==> src/hw/rtl/url_percent_decoder_defines.svh <==
// Assertion helpers for the decoder; all sample on clk and are disabled while rst_n is low.
`ifndef URL_PERCENT_DECODER_DEFINES_SVH
`define URL_PERCENT_DECODER_DEFINES_SVH

// Same-cycle implication.
`define UPD_ASSERT_NOW(label, ante, cons, msg) \
  label: assert property (@(posedge clk) disable iff (!rst_n) (ante) |-> (cons)) \
    else $error(msg);

// Next-cycle implication.
`define UPD_ASSERT_NEXT(label, ante, cons, msg) \
  label: assert property (@(posedge clk) disable iff (!rst_n) (ante) |=> (cons)) \
    else $error(msg);

`endif

==> src/hw/rtl/upd_pkg.sv <==
package upd_pkg;

  localparam logic [7:0] PCT_CHAR       = 8'h25;
  localparam logic [7:0] CASE_FOLD_MASK = 8'hDF;

  typedef enum logic [1:0] {
    PH_NORMAL = 2'd0,
    PH_PCT    = 2'd1,
    PH_DIGIT  = 2'd2
  } phase_t;

  typedef struct packed {
    phase_t     phase;
    logic [3:0] nibble;
    logic [7:0] digit_char;
  } upd_state_t;

  typedef struct packed {
    logic [1:0]      cnt;
    logic [2:0][7:0] dat;
    logic [2:0]      last;
  } upd_res_t;

endpackage

==> src/hw/rtl/upd_stream_if.sv <==
interface upd_in_if;
  logic       in_valid;
  logic       in_ready;
  logic [7:0] in_byte;
  logic       in_last;

  modport source (output in_valid, output in_byte, output in_last, input in_ready);
  modport sink (input in_valid, input in_byte, input in_last, output in_ready);
endinterface

interface upd_out_if;
  logic       out_valid;
  logic       out_ready;
  logic [7:0] out_byte;
  logic       out_last;

  modport source (output out_valid, output out_byte, output out_last, input out_ready);
  modport sink (input out_valid, input out_byte, input out_last, output out_ready);
endinterface

==> src/hw/rtl/upd_step.sv <==
module upd_step (
  input  upd_pkg::upd_state_t st,
  input  logic [7:0]          in_byte,
  input  logic                in_last,
  output upd_pkg::upd_state_t st_nxt,
  output upd_pkg::upd_res_t   res
);
  import upd_pkg::*;

  function automatic logic is_hex(input logic [7:0] c);
    return (c >= 8'h30 && c <= 8'h39) || (c >= 8'h41 && c <= 8'h46) ||
           (c >= 8'h61 && c <= 8'h66);
  endfunction

  function automatic logic [3:0] hex_value(input logic [7:0] c);
    logic [7:0] v;
    if (c >= 8'h41) begin
      v = (c & CASE_FOLD_MASK) - 8'h37;
    end else begin
      v = c - 8'h30;
    end
    return v[3:0];
  endfunction

  always_comb begin
    logic [1:0] n;
    logic       do_plain;
    logic       hex;
    n        = 2'd0;
    do_plain = 1'b0;
    hex      = is_hex(in_byte);
    st_nxt   = st;
    res      = '0;
    unique case (st.phase)
      PH_PCT: begin
        if (hex) begin
          st_nxt.nibble     = hex_value(in_byte);
          st_nxt.digit_char = in_byte;
          st_nxt.phase      = PH_DIGIT;
        end else begin
          res.dat[n] = PCT_CHAR;
          n          = n + 2'd1;
          do_plain   = 1'b1;
        end
      end
      PH_DIGIT: begin
        if (hex) begin
          res.dat[n]   = {st.nibble, hex_value(in_byte)};
          n            = n + 2'd1;
          st_nxt.phase = PH_NORMAL;
        end else begin
          res.dat[n] = PCT_CHAR;
          n          = n + 2'd1;
          res.dat[n] = st.digit_char;
          n          = n + 2'd1;
          do_plain   = 1'b1;
        end
      end
      default: do_plain = 1'b1;
    endcase
    if (do_plain) begin
      if (in_byte == PCT_CHAR) begin
        st_nxt.phase = PH_PCT;
      end else begin
        st_nxt.phase = PH_NORMAL;
        res.dat[n]   = in_byte;
        n            = n + 2'd1;
      end
    end
    // flush a pending escape on the final beat
    if (in_last) begin
      if (st_nxt.phase == PH_PCT) begin
        res.dat[n] = PCT_CHAR;
        n          = n + 2'd1;
      end else if (st_nxt.phase == PH_DIGIT) begin
        res.dat[n] = PCT_CHAR;
        n          = n + 2'd1;
        res.dat[n] = st_nxt.digit_char;
        n          = n + 2'd1;
      end
      st_nxt.phase = PH_NORMAL;
      if (n != 2'd0) begin
        res.last[n - 2'd1] = 1'b1;
      end
    end
    res.cnt = n;
  end

endmodule

==> src/hw/rtl/url_percent_decoder.sv <==
// URL percent decoder. Each input beat carries one raw byte and a last mark;
// "%hh" (either case) becomes one byte, a malformed or truncated escape passes
// through as written, and the last beat flushes a pending escape and resets the
// escape state. Results land in a 4-entry output queue in the cycle after the
// beat is accepted. The input takes one beat per cycle while the queue holds at
// most one result (or two with one leaving); a beat yields zero to three results,
// and the output drains one per cycle while out_ready is high, so malformed
// escapes can stall the input.
`include "url_percent_decoder_defines.svh"

module url_percent_decoder (
  input logic      clk,
  input logic      rst_n,
  upd_in_if.sink   in_ch,
  upd_out_if.source out_ch
);
  import upd_pkg::*;

  localparam int QDEPTH = 4;

  upd_state_t st_r, st_nxt;
  upd_res_t   res;

  logic [QDEPTH-1:0][7:0] q_dat_r, q_dat_nxt;
  logic [QDEPTH-1:0]      q_last_r, q_last_nxt;
  logic [2:0]             cnt_r, cnt_nxt;
  logic [2:0]             cnt_take;
  logic                   in_fire, out_fire;

  upd_step u_step (
    .st      (st_r),
    .in_byte (in_ch.in_byte),
    .in_last (in_ch.in_last),
    .st_nxt  (st_nxt),
    .res     (res)
  );

  assign in_ch.in_ready   = (cnt_r <= 3'd1) || (cnt_r == 3'd2 && out_ch.out_ready);
  assign in_fire          = in_ch.in_valid && in_ch.in_ready;
  assign out_ch.out_valid = (cnt_r != 3'd0);
  assign out_fire         = out_ch.out_valid && out_ch.out_ready;
  assign out_ch.out_byte  = q_dat_r[0];
  assign out_ch.out_last  = q_last_r[0];

  assign cnt_take = cnt_r - {2'b00, out_fire};

  always_comb begin
    logic [1:0] idx;
    q_dat_nxt  = q_dat_r;
    q_last_nxt = q_last_r;
    cnt_nxt    = cnt_take;
    idx        = '0;
    // advance the queue head
    if (out_fire) begin
      for (int i = 0; i < QDEPTH - 1; i++) begin
        q_dat_nxt[i]  = q_dat_r[i+1];
        q_last_nxt[i] = q_last_r[i+1];
      end
    end
    // append this beat's results behind what remains
    if (in_fire) begin
      for (int i = 0; i < 3; i++) begin
        if (2'(i) < res.cnt) begin
          idx             = cnt_take[1:0] + 2'(i);
          q_dat_nxt[idx]  = res.dat[i];
          q_last_nxt[idx] = res.last[i];
        end
      end
      cnt_nxt = cnt_take + {1'b0, res.cnt};
    end
  end

  always_ff @(posedge clk) begin
    if (!rst_n) begin
      cnt_r <= '0;
      st_r  <= '{phase: PH_NORMAL, nibble: 4'd0, digit_char: 8'd0};
    end else begin
      cnt_r <= cnt_nxt;
      if (in_fire) begin
        st_r <= st_nxt;
      end
    end
    q_dat_r  <= q_dat_nxt;
    q_last_r <= q_last_nxt;
  end

  `UPD_ASSERT_NOW(a_queue_bound, 1'b1, cnt_r <= 3'(QDEPTH), "output queue overrun")
  `UPD_ASSERT_NOW(a_room_on_accept, in_fire, cnt_take <= 3'd1, "beat accepted without room")
  `UPD_ASSERT_NEXT(a_last_clears_phase, in_fire && in_ch.in_last, st_r.phase == PH_NORMAL,
    "escape state survived last beat")
  `UPD_ASSERT_NEXT(a_empty_stays, cnt_r == 3'd0 && !in_fire, cnt_r == 3'd0,
    "queue filled without a beat")

endmodule

==> src/flat_wrapper.sv <==
// flat-port wrapper written by rule: the top's interface ports become plain ports
module url_percent_decoder_flat import upd_pkg::*;
  (clk, rst_n, in_ch_in_valid, in_ch_in_byte, in_ch_in_last, in_ch_in_ready, out_ch_out_valid, out_ch_out_byte, out_ch_out_last, out_ch_out_ready);
  upd_in_if in_ch_i ();
  upd_out_if out_ch_i ();
  input logic clk;
  input logic rst_n;
  input wire logic [$bits(in_ch_i.in_valid)-1:0] in_ch_in_valid;
  input wire logic [$bits(in_ch_i.in_byte)-1:0] in_ch_in_byte;
  input wire logic [$bits(in_ch_i.in_last)-1:0] in_ch_in_last;
  output wire logic [$bits(in_ch_i.in_ready)-1:0] in_ch_in_ready;
  output wire logic [$bits(out_ch_i.out_valid)-1:0] out_ch_out_valid;
  output wire logic [$bits(out_ch_i.out_byte)-1:0] out_ch_out_byte;
  output wire logic [$bits(out_ch_i.out_last)-1:0] out_ch_out_last;
  input wire logic [$bits(out_ch_i.out_ready)-1:0] out_ch_out_ready;
  assign in_ch_i.in_valid = in_ch_in_valid;
  assign in_ch_i.in_byte = in_ch_in_byte;
  assign in_ch_i.in_last = in_ch_in_last;
  assign in_ch_in_ready = in_ch_i.in_ready;
  assign out_ch_out_valid = out_ch_i.out_valid;
  assign out_ch_out_byte = out_ch_i.out_byte;
  assign out_ch_out_last = out_ch_i.out_last;
  assign out_ch_i.out_ready = out_ch_out_ready;
  url_percent_decoder u_core (.clk(clk), .rst_n(rst_n), .in_ch(in_ch_i), .out_ch(out_ch_i));
endmodule
==> config.mk <==
export PLATFORM = sky130hd
export DESIGN_NAME = url_percent_decoder_flat
export DESIGN_NICKNAME = d
export VERILOG_FILES = /design/src/hw/rtl/upd_pkg.sv /design/src/hw/rtl/upd_stream_if.sv /design/src/hw/rtl/upd_step.sv /design/src/hw/rtl/url_percent_decoder.sv /design/src/flat_wrapper.sv
export VERILOG_INCLUDE_DIRS = /design/src /design/src/hw/rtl
export SDC_FILE = /design/constraint.sdc
export NUM_CORES = 1
export LEC_CHECK = 0
export ABC_AREA = 1
export BUFFER_PORTS_ARGS = -buffer_cell sky130_fd_sc_hd__buf_4
export CORE_ASPECT_RATIO = 0.7
export CORE_UTILIZATION = 30
export CTS_BUF_LIST = sky130_fd_sc_hd__clkbuf_16
export DETAILED_ROUTE_END_ITERATION = 10
export PLACE_DENSITY = 0.54
export SYNTH_ARGS = -nofsm -noshare
export SYNTH_HDL_FRONTEND = slang
export SYNTH_HIERARCHICAL = 1
export SYNTH_SLANG_ARGS = --single-unit
export TNS_END_PERCENT = 1
==> constraint.sdc <==
create_clock -name clk -period 4.38 [get_ports clk]
set_clock_uncertainty 0.15 [all_clocks]
set_input_delay 0.219 -clock clk [delete_from_list [all_inputs] [get_ports clk]]
set_output_delay 0.219 -clock clk [all_outputs]
set_load 0.01 [all_outputs]
## Word level (Yosys, flattened, before mapping)

Index checks and enable logic that the tools add are counted.

- Add/sub/neg operators: 10
- Multiply operators: 0
- Div/mod/pow operators: 0
- $lt $le $gt $ge: 24
- Equality and inequality tests: 6
- Shifts and indexed selects: 0
- Muxes and demuxes: 73
- Bitwise logic cells: 3
- Reduce and logical (&&, ||, !) cells: 20

Operators by type and width:

| operator | number |
|---|---|
| 32-bit two-way mux | 5 |
| 24-bit two-way mux | 6 |
| 32-bit bitwise mux | 3 |
| 8-bit demux with 2-bit select | 6 |
| 8-bit two-way mux | 10 |
| 24-bit bitwise mux | 2 |
| 27-bit two-way mux | 1 |
| 4-bit two-way mux | 6 |
| 2-bit by 3-bit < comparator with 1-bit output, second input constant | 7 |
| 2-bit two-way mux | 10 |
| 8-bit by 7-bit >= comparator with 1-bit output, second input constant | 2 |
| 8-bit by 7-bit less-or-equal comparator with 1-bit output, second input constant | 2 |
| 8-bit one-hot mux with 2 select lines | 1 |
| 15-bit AND | 1 |
| 15-bit inverter | 1 |
| 2-bit by 1-bit >= comparator with 1-bit output, second input constant | 7 |
| 14-bit two-way mux | 1 |
| 1-bit logical AND | 13 |
| 4-bit bitwise mux | 3 |
| 3-bit two-way mux | 4 |
| 9-bit OR | 1 |
| 2-bit by 1-bit adder with 2-bit output, second input constant | 4 |
| 1-bit demux with 2-bit select | 4 |
| 8-bit by 6-bit equality test with 1-bit output, second input constant | 1 |
| 22 further kinds | 35 |

- Bits in registers: 53
- Bits in latches: 0
- Bits in writable memories: 0
- Memory bits (read-only): 0
- Input port bits: 13
- Output and inout port bits: 11
- Word-level logic and storage cells: 146
- Memories: 0

## Depth between registers and ports, before layout

- Word-level depth: 30
- Depth in mapped cells: 32
- Depth with buffers taken out: 30

## Modules after synthesis

The synthesis kept the hierarchy.

Modules (own cells, without submodules):

| module | times used | cells each | area each (µm²) | seq. area each (µm²) |
|---|---|---|---|---|
| url_percent_decoder | 1 | 617 | 3,664.8 | 1,151.1 |
| upd_step | 1 | 279 | 1,455.1 | 0.0 |

## Worst setup path after synthesis

OpenSTA, ideal clock, no wires.

- Path type: input -> register
- Start: input in_ch_in_byte[0]
- End: register u_core/q_dat_r[25] (netlist name), data pin
- Library setup time: 0.263 ns
- Arrival time: 3.456 ns
- Required time: 3.967 ns
- Slack: 0.511 ns
- Stages on the path: 29
- Buffers on the path: 2
- Cell sequence: buf_2 inv_1 ha_1 o21ai_0 nand2_1 inv_1 nor2_4 nand2_4 nand2_1 o21ai_4 inv_1 ha_1 nand3_1 nand2_1 inv_1 ha_1 o21ai_0 nand2_1 nand2_1 nand2_1 nand2_1 nand2_1 inv_2 nand2_2 nand2_2 clkbuf_2 o21ai_0 o21ai_0 o21ai_0

RTL lines:

| item | line | source |
|---|---|---|
| from (decl) | flat_wrapper.sv:9 | `input wire logic [$bits(in_ch_i.in_byte)-1:0] in_ch_in_byte;` |
| to (signal assigned) | url_percent_decoder.sv:83 | `q_dat_r <= q_dat_nxt;` |
| to (decl) | url_percent_decoder.sv:24 | `logic [QDEPTH-1:0][7:0] q_dat_r, q_dat_nxt;` |

==> results_dict.tcl <==
set metrics [dict create \
    status "finished, final reports clean" \
    finalWirelength_mm 16.24 \
    layout.cells.non_filler 1127 \
    place_congestion 0.8948 \
    finalNetCount 931 \
    track_usage_pct 19.34 \
    fill_cells 1951 \
    cp-end-kind "flip-flop" \
    worst_pin_slew_ns 0.7581 \
    chipHeight_um 111.3 \
    clkSinkCount 53 \
    placementRows 39 \
    r2r_start "u_core/st_r[12]$_SDFFE_PN0P_" \
    antenna_found_initial 0 \
    die_area_um2 17600 \
    crit_start "in_ch_in_byte[1]" \
    synthTopCellsByArea "nand2_1 25%, dfxtp_1 17%, nand3_1 8.5%, inv_1 8.1%, a21oi_1 7.4%" \
    dpl_cell_area_um2 5453 \
    hold_class "in2reg" \
    multiInputGateArea_um2 3263 \
    crit_top_cell "nand2_1" \
    critPathBufInv 6 \
    avgViaCountPerCell 4.856 \
    cp_data_arrival_time_ns 3.90 \
    total_power_mw 2.956 \
    p_per_area_nw_per_um2 525.5 \
    vias 5473 \
    p_leak_nw 2.760 \
    ys_types 36 \
    fp.dieW_um 158.1 \
    hpwl_mm 12.04 \
    clk_path_buf_depth 2 \
    r2r_setup_slack_ns 0.44 \
    ctsHtreeMaxLevel 2 \
    cts_buffers 5 \
    clk_pin_slew_ns 0.07 \
    critical_path.max_stage_delay_ns 0.29 \
    fmax_mhz 248.1 \
    grt_max_degree 72 \
    first_pass_iters 5 \
    worstPathRequired_ns 4.25 \
    seq_area_um2 1151 \
    wl_per_cell_um 14.41 \
    fin_crit_ns 4.031 \
    dp.cells 1119 \
    synth.cell_area_um2 5120 \
    final-setup-viol-count 0 \
    root_buffer "clkbuf_16" \
    syn_nets 926 \
    start_util_pct 31.04 \
    crit_slowest_cell "ha_1" \
    reg2regPathDepth 22 \
    cp_max_fo 18 \
    clk_latency_ns 0.29 \
    post-cts-setup-buffers 0 \
    post-route-util_pct 34.11 \
    ir_drop_uv 386.1 \
    synth.yosys.seq_area_share_pct 22.48 \
    grt_pass1_wl_mm 26.81 \
    drtAntennaViolNets 0 \
    stdcell_area_um2 5625 \
    cts_tree "done" \
    r2r_end "u_core/q_last_r[3]$_DFFE_PP_" \
    io_pins 24 \
    n_antenna_cell 0 \
    path_delay_family "simple AND/OR/NAND/NOR gates" \
    synth_top_area_cell "nand2_1" \
    synth-seq-cells 53 \
    drive_gt1_share_pct 10.42 \
    route.detailed.drc 0 \
    max_slew_margin_pct 49.46 \
    crit_path_end "u_core/q_last_r[3]$_DFFE_PP_" \
    syn_inst 896 \
    synth_top_area_share_pct 24.71 \
    crit_type "in2reg" \
    rsz0062_at_grt "true" \
    coreArea_um2 16490 \
    drt-initial-drc-count 487 \
    maxCapViolations 0 \
    synth_area_per_cell_um2 5.714 \
    layout_worst_path_cycle_share_pct 92.03 \
    cp.depth 27 \
    critPathLaunchType "input pin" \
    portBuffers 23 \
    gr-total-overflow 0 \
    yosys_warnings 6 \
    maxSlewViolCount 0 \
    syn_to_final_growth_pct 9.873 \
    grt_pass1_vias 5118 \
    finalHoldViolations 0 \
]
==> sequential cells by signal (all words and copies together) (netlist names) <==
name,cells
u_core/out_ch.out_byte,8
u_core/cnt_r,3
u_core/st_r,14
u_core/q_dat_r,24
u_core/q_last_r,4
==> power by group <==
| group | switching, mW | internal (mW) | total [mW] |
|---|---|---|---|
| combinational | 1.11 | 0.594 | 1.70 |
| sequential | 0.0883 | 0.700 | 0.789 |
| clock | 0.196 | 0.270 | 0.466 |
==> final cells by class <==
| cell class | count | area share [%] |
|---|---|---|
| multi-input cells | 675 | 58.01 |
| flip-flops and latches | 53 | 20.46 |
| inverters | 129 | 8.608 |
| well taps | 225 | 5.004 |
| repair buffers | 37 | 4.938 |
| clock buffers | 5 | 2.224 |
| clock inverters | 3 | 0.7562 |
==> worst register-to-register path, cell delays in order (launching register included) <==
cell and delay (ns):
dfxtp_1 0.38, inv_1 0.09, ha_1 0.27, inv_1 0.13
o21ai_4 0.28, inv_1 0.11, ha_1 0.29, nand3_1 0.09
nand2_1 0.14, inv_1 0.08, ha_1 0.19, o21ai_0 0.17
nand2_1 0.07, nand2_1 0.07, nand2_1 0.06, nand2_1 0.07
nand2_1 0.14, inv_2 0.12, nand2_2 0.11, nand2_4 0.19
o21ai_0 0.09, o21ai_0 0.22, o21ai_0 0.15
==> how the worst min path moves through the flow <==
stage | startpoint | to | slack [ns] | cells past startpoint
final | rst_n | u_core/cnt_r[1]$_SDFF_PN0_ | 0.04 | 3
after detailed placement | u_core/st_r[4]$_SDFFE_PN0P_ | u_core/st_r[4]$_SDFFE_PN0P_ | 0.31 | 2
after floorplan | rst_n | u_core/cnt_r[0]$_SDFF_PN0_ | 0.21 | 2
after CTS | rst_n | u_core/cnt_r[1]$_SDFF_PN0_ | 0.04 | 3
after global placement | u_core/st_r[5]$_SDFFE_PN0P_ | u_core/st_r[5]$_SDFFE_PN0P_ | 0.31 | 2
after global routing | rst_n | u_core/cnt_r[2]$_SDFF_PN0_ | 0.07 | 3
==> synthesized netlist by cell type, drive strengths merged <==
library cell / count
nand4: 2
o211ai: 4
xor2: 4
edfxtp: 9
or2: 1
a21oi: 76
o22ai: 1
nor2: 32
nand3: 89
dfxtp: 44
nor4: 1
fa: 1
nand2: 345
ha: 16
buf: 28
nor3: 1
clkbuf: 11
o21ai: 102
inv: 129
==> timing repair <==
item                                    in CTS  in global routing
endpoints found under the setup margin       0                 17
hold buffers                                 0                  0
resized for setup                            0                  1
==> kinds of logic after synthesis <==
| kind of cell | after synthesis | share of synthesized area, % |
|---|---|---|
| compound gates | 183 | 18.84 |
| xor+xnor | 4 | 0.8311 |
| fa+ha+maj | 17 | 4.301 |
| buf+inv | 168 | 13.88 |
| flops | 53 | 22.48 |
| simple gates | 471 | 39.66 |
==> layout by cell type, fill, tap and decap left out, drive strengths merged <==
master and count:
nor2 32, or2 1, nand3 89, bufinv 1, buf 37, o22ai 1
clkbuf 5, fa 1, nand4 2, dfxtp 44, xor2 4, ha 16
nand2 345, inv 130, o211ai 4, a21oi 76, nor3 1, edfxtp 9
o21ai 102, clkinv 1, nor4 1
==> per-stage QoR <==
stage                     TNS (ns)  setup WS (ns)  hold slack (ns)
final                            0         0.3492          0.04497
after global routing       -0.5492       -0.07376          0.06639
after CTS                        0         0.3241          0.04009
after detailed placement         0         0.1134           0.3110
after global placement           0         0.2104           0.3080
after floorplan                  0         0.5109           0.2074
==> metal layers <==
metal	part of all wire (%)	global-route usage, %	up-vias
li1	-	-	2849
met1	52	30.32	2448
met2	40	27.43	160
met3	6.6	2.697	16
met4	1.1	4.038	0
met5	0	0	-
Power figures use the tool's default switching activity.
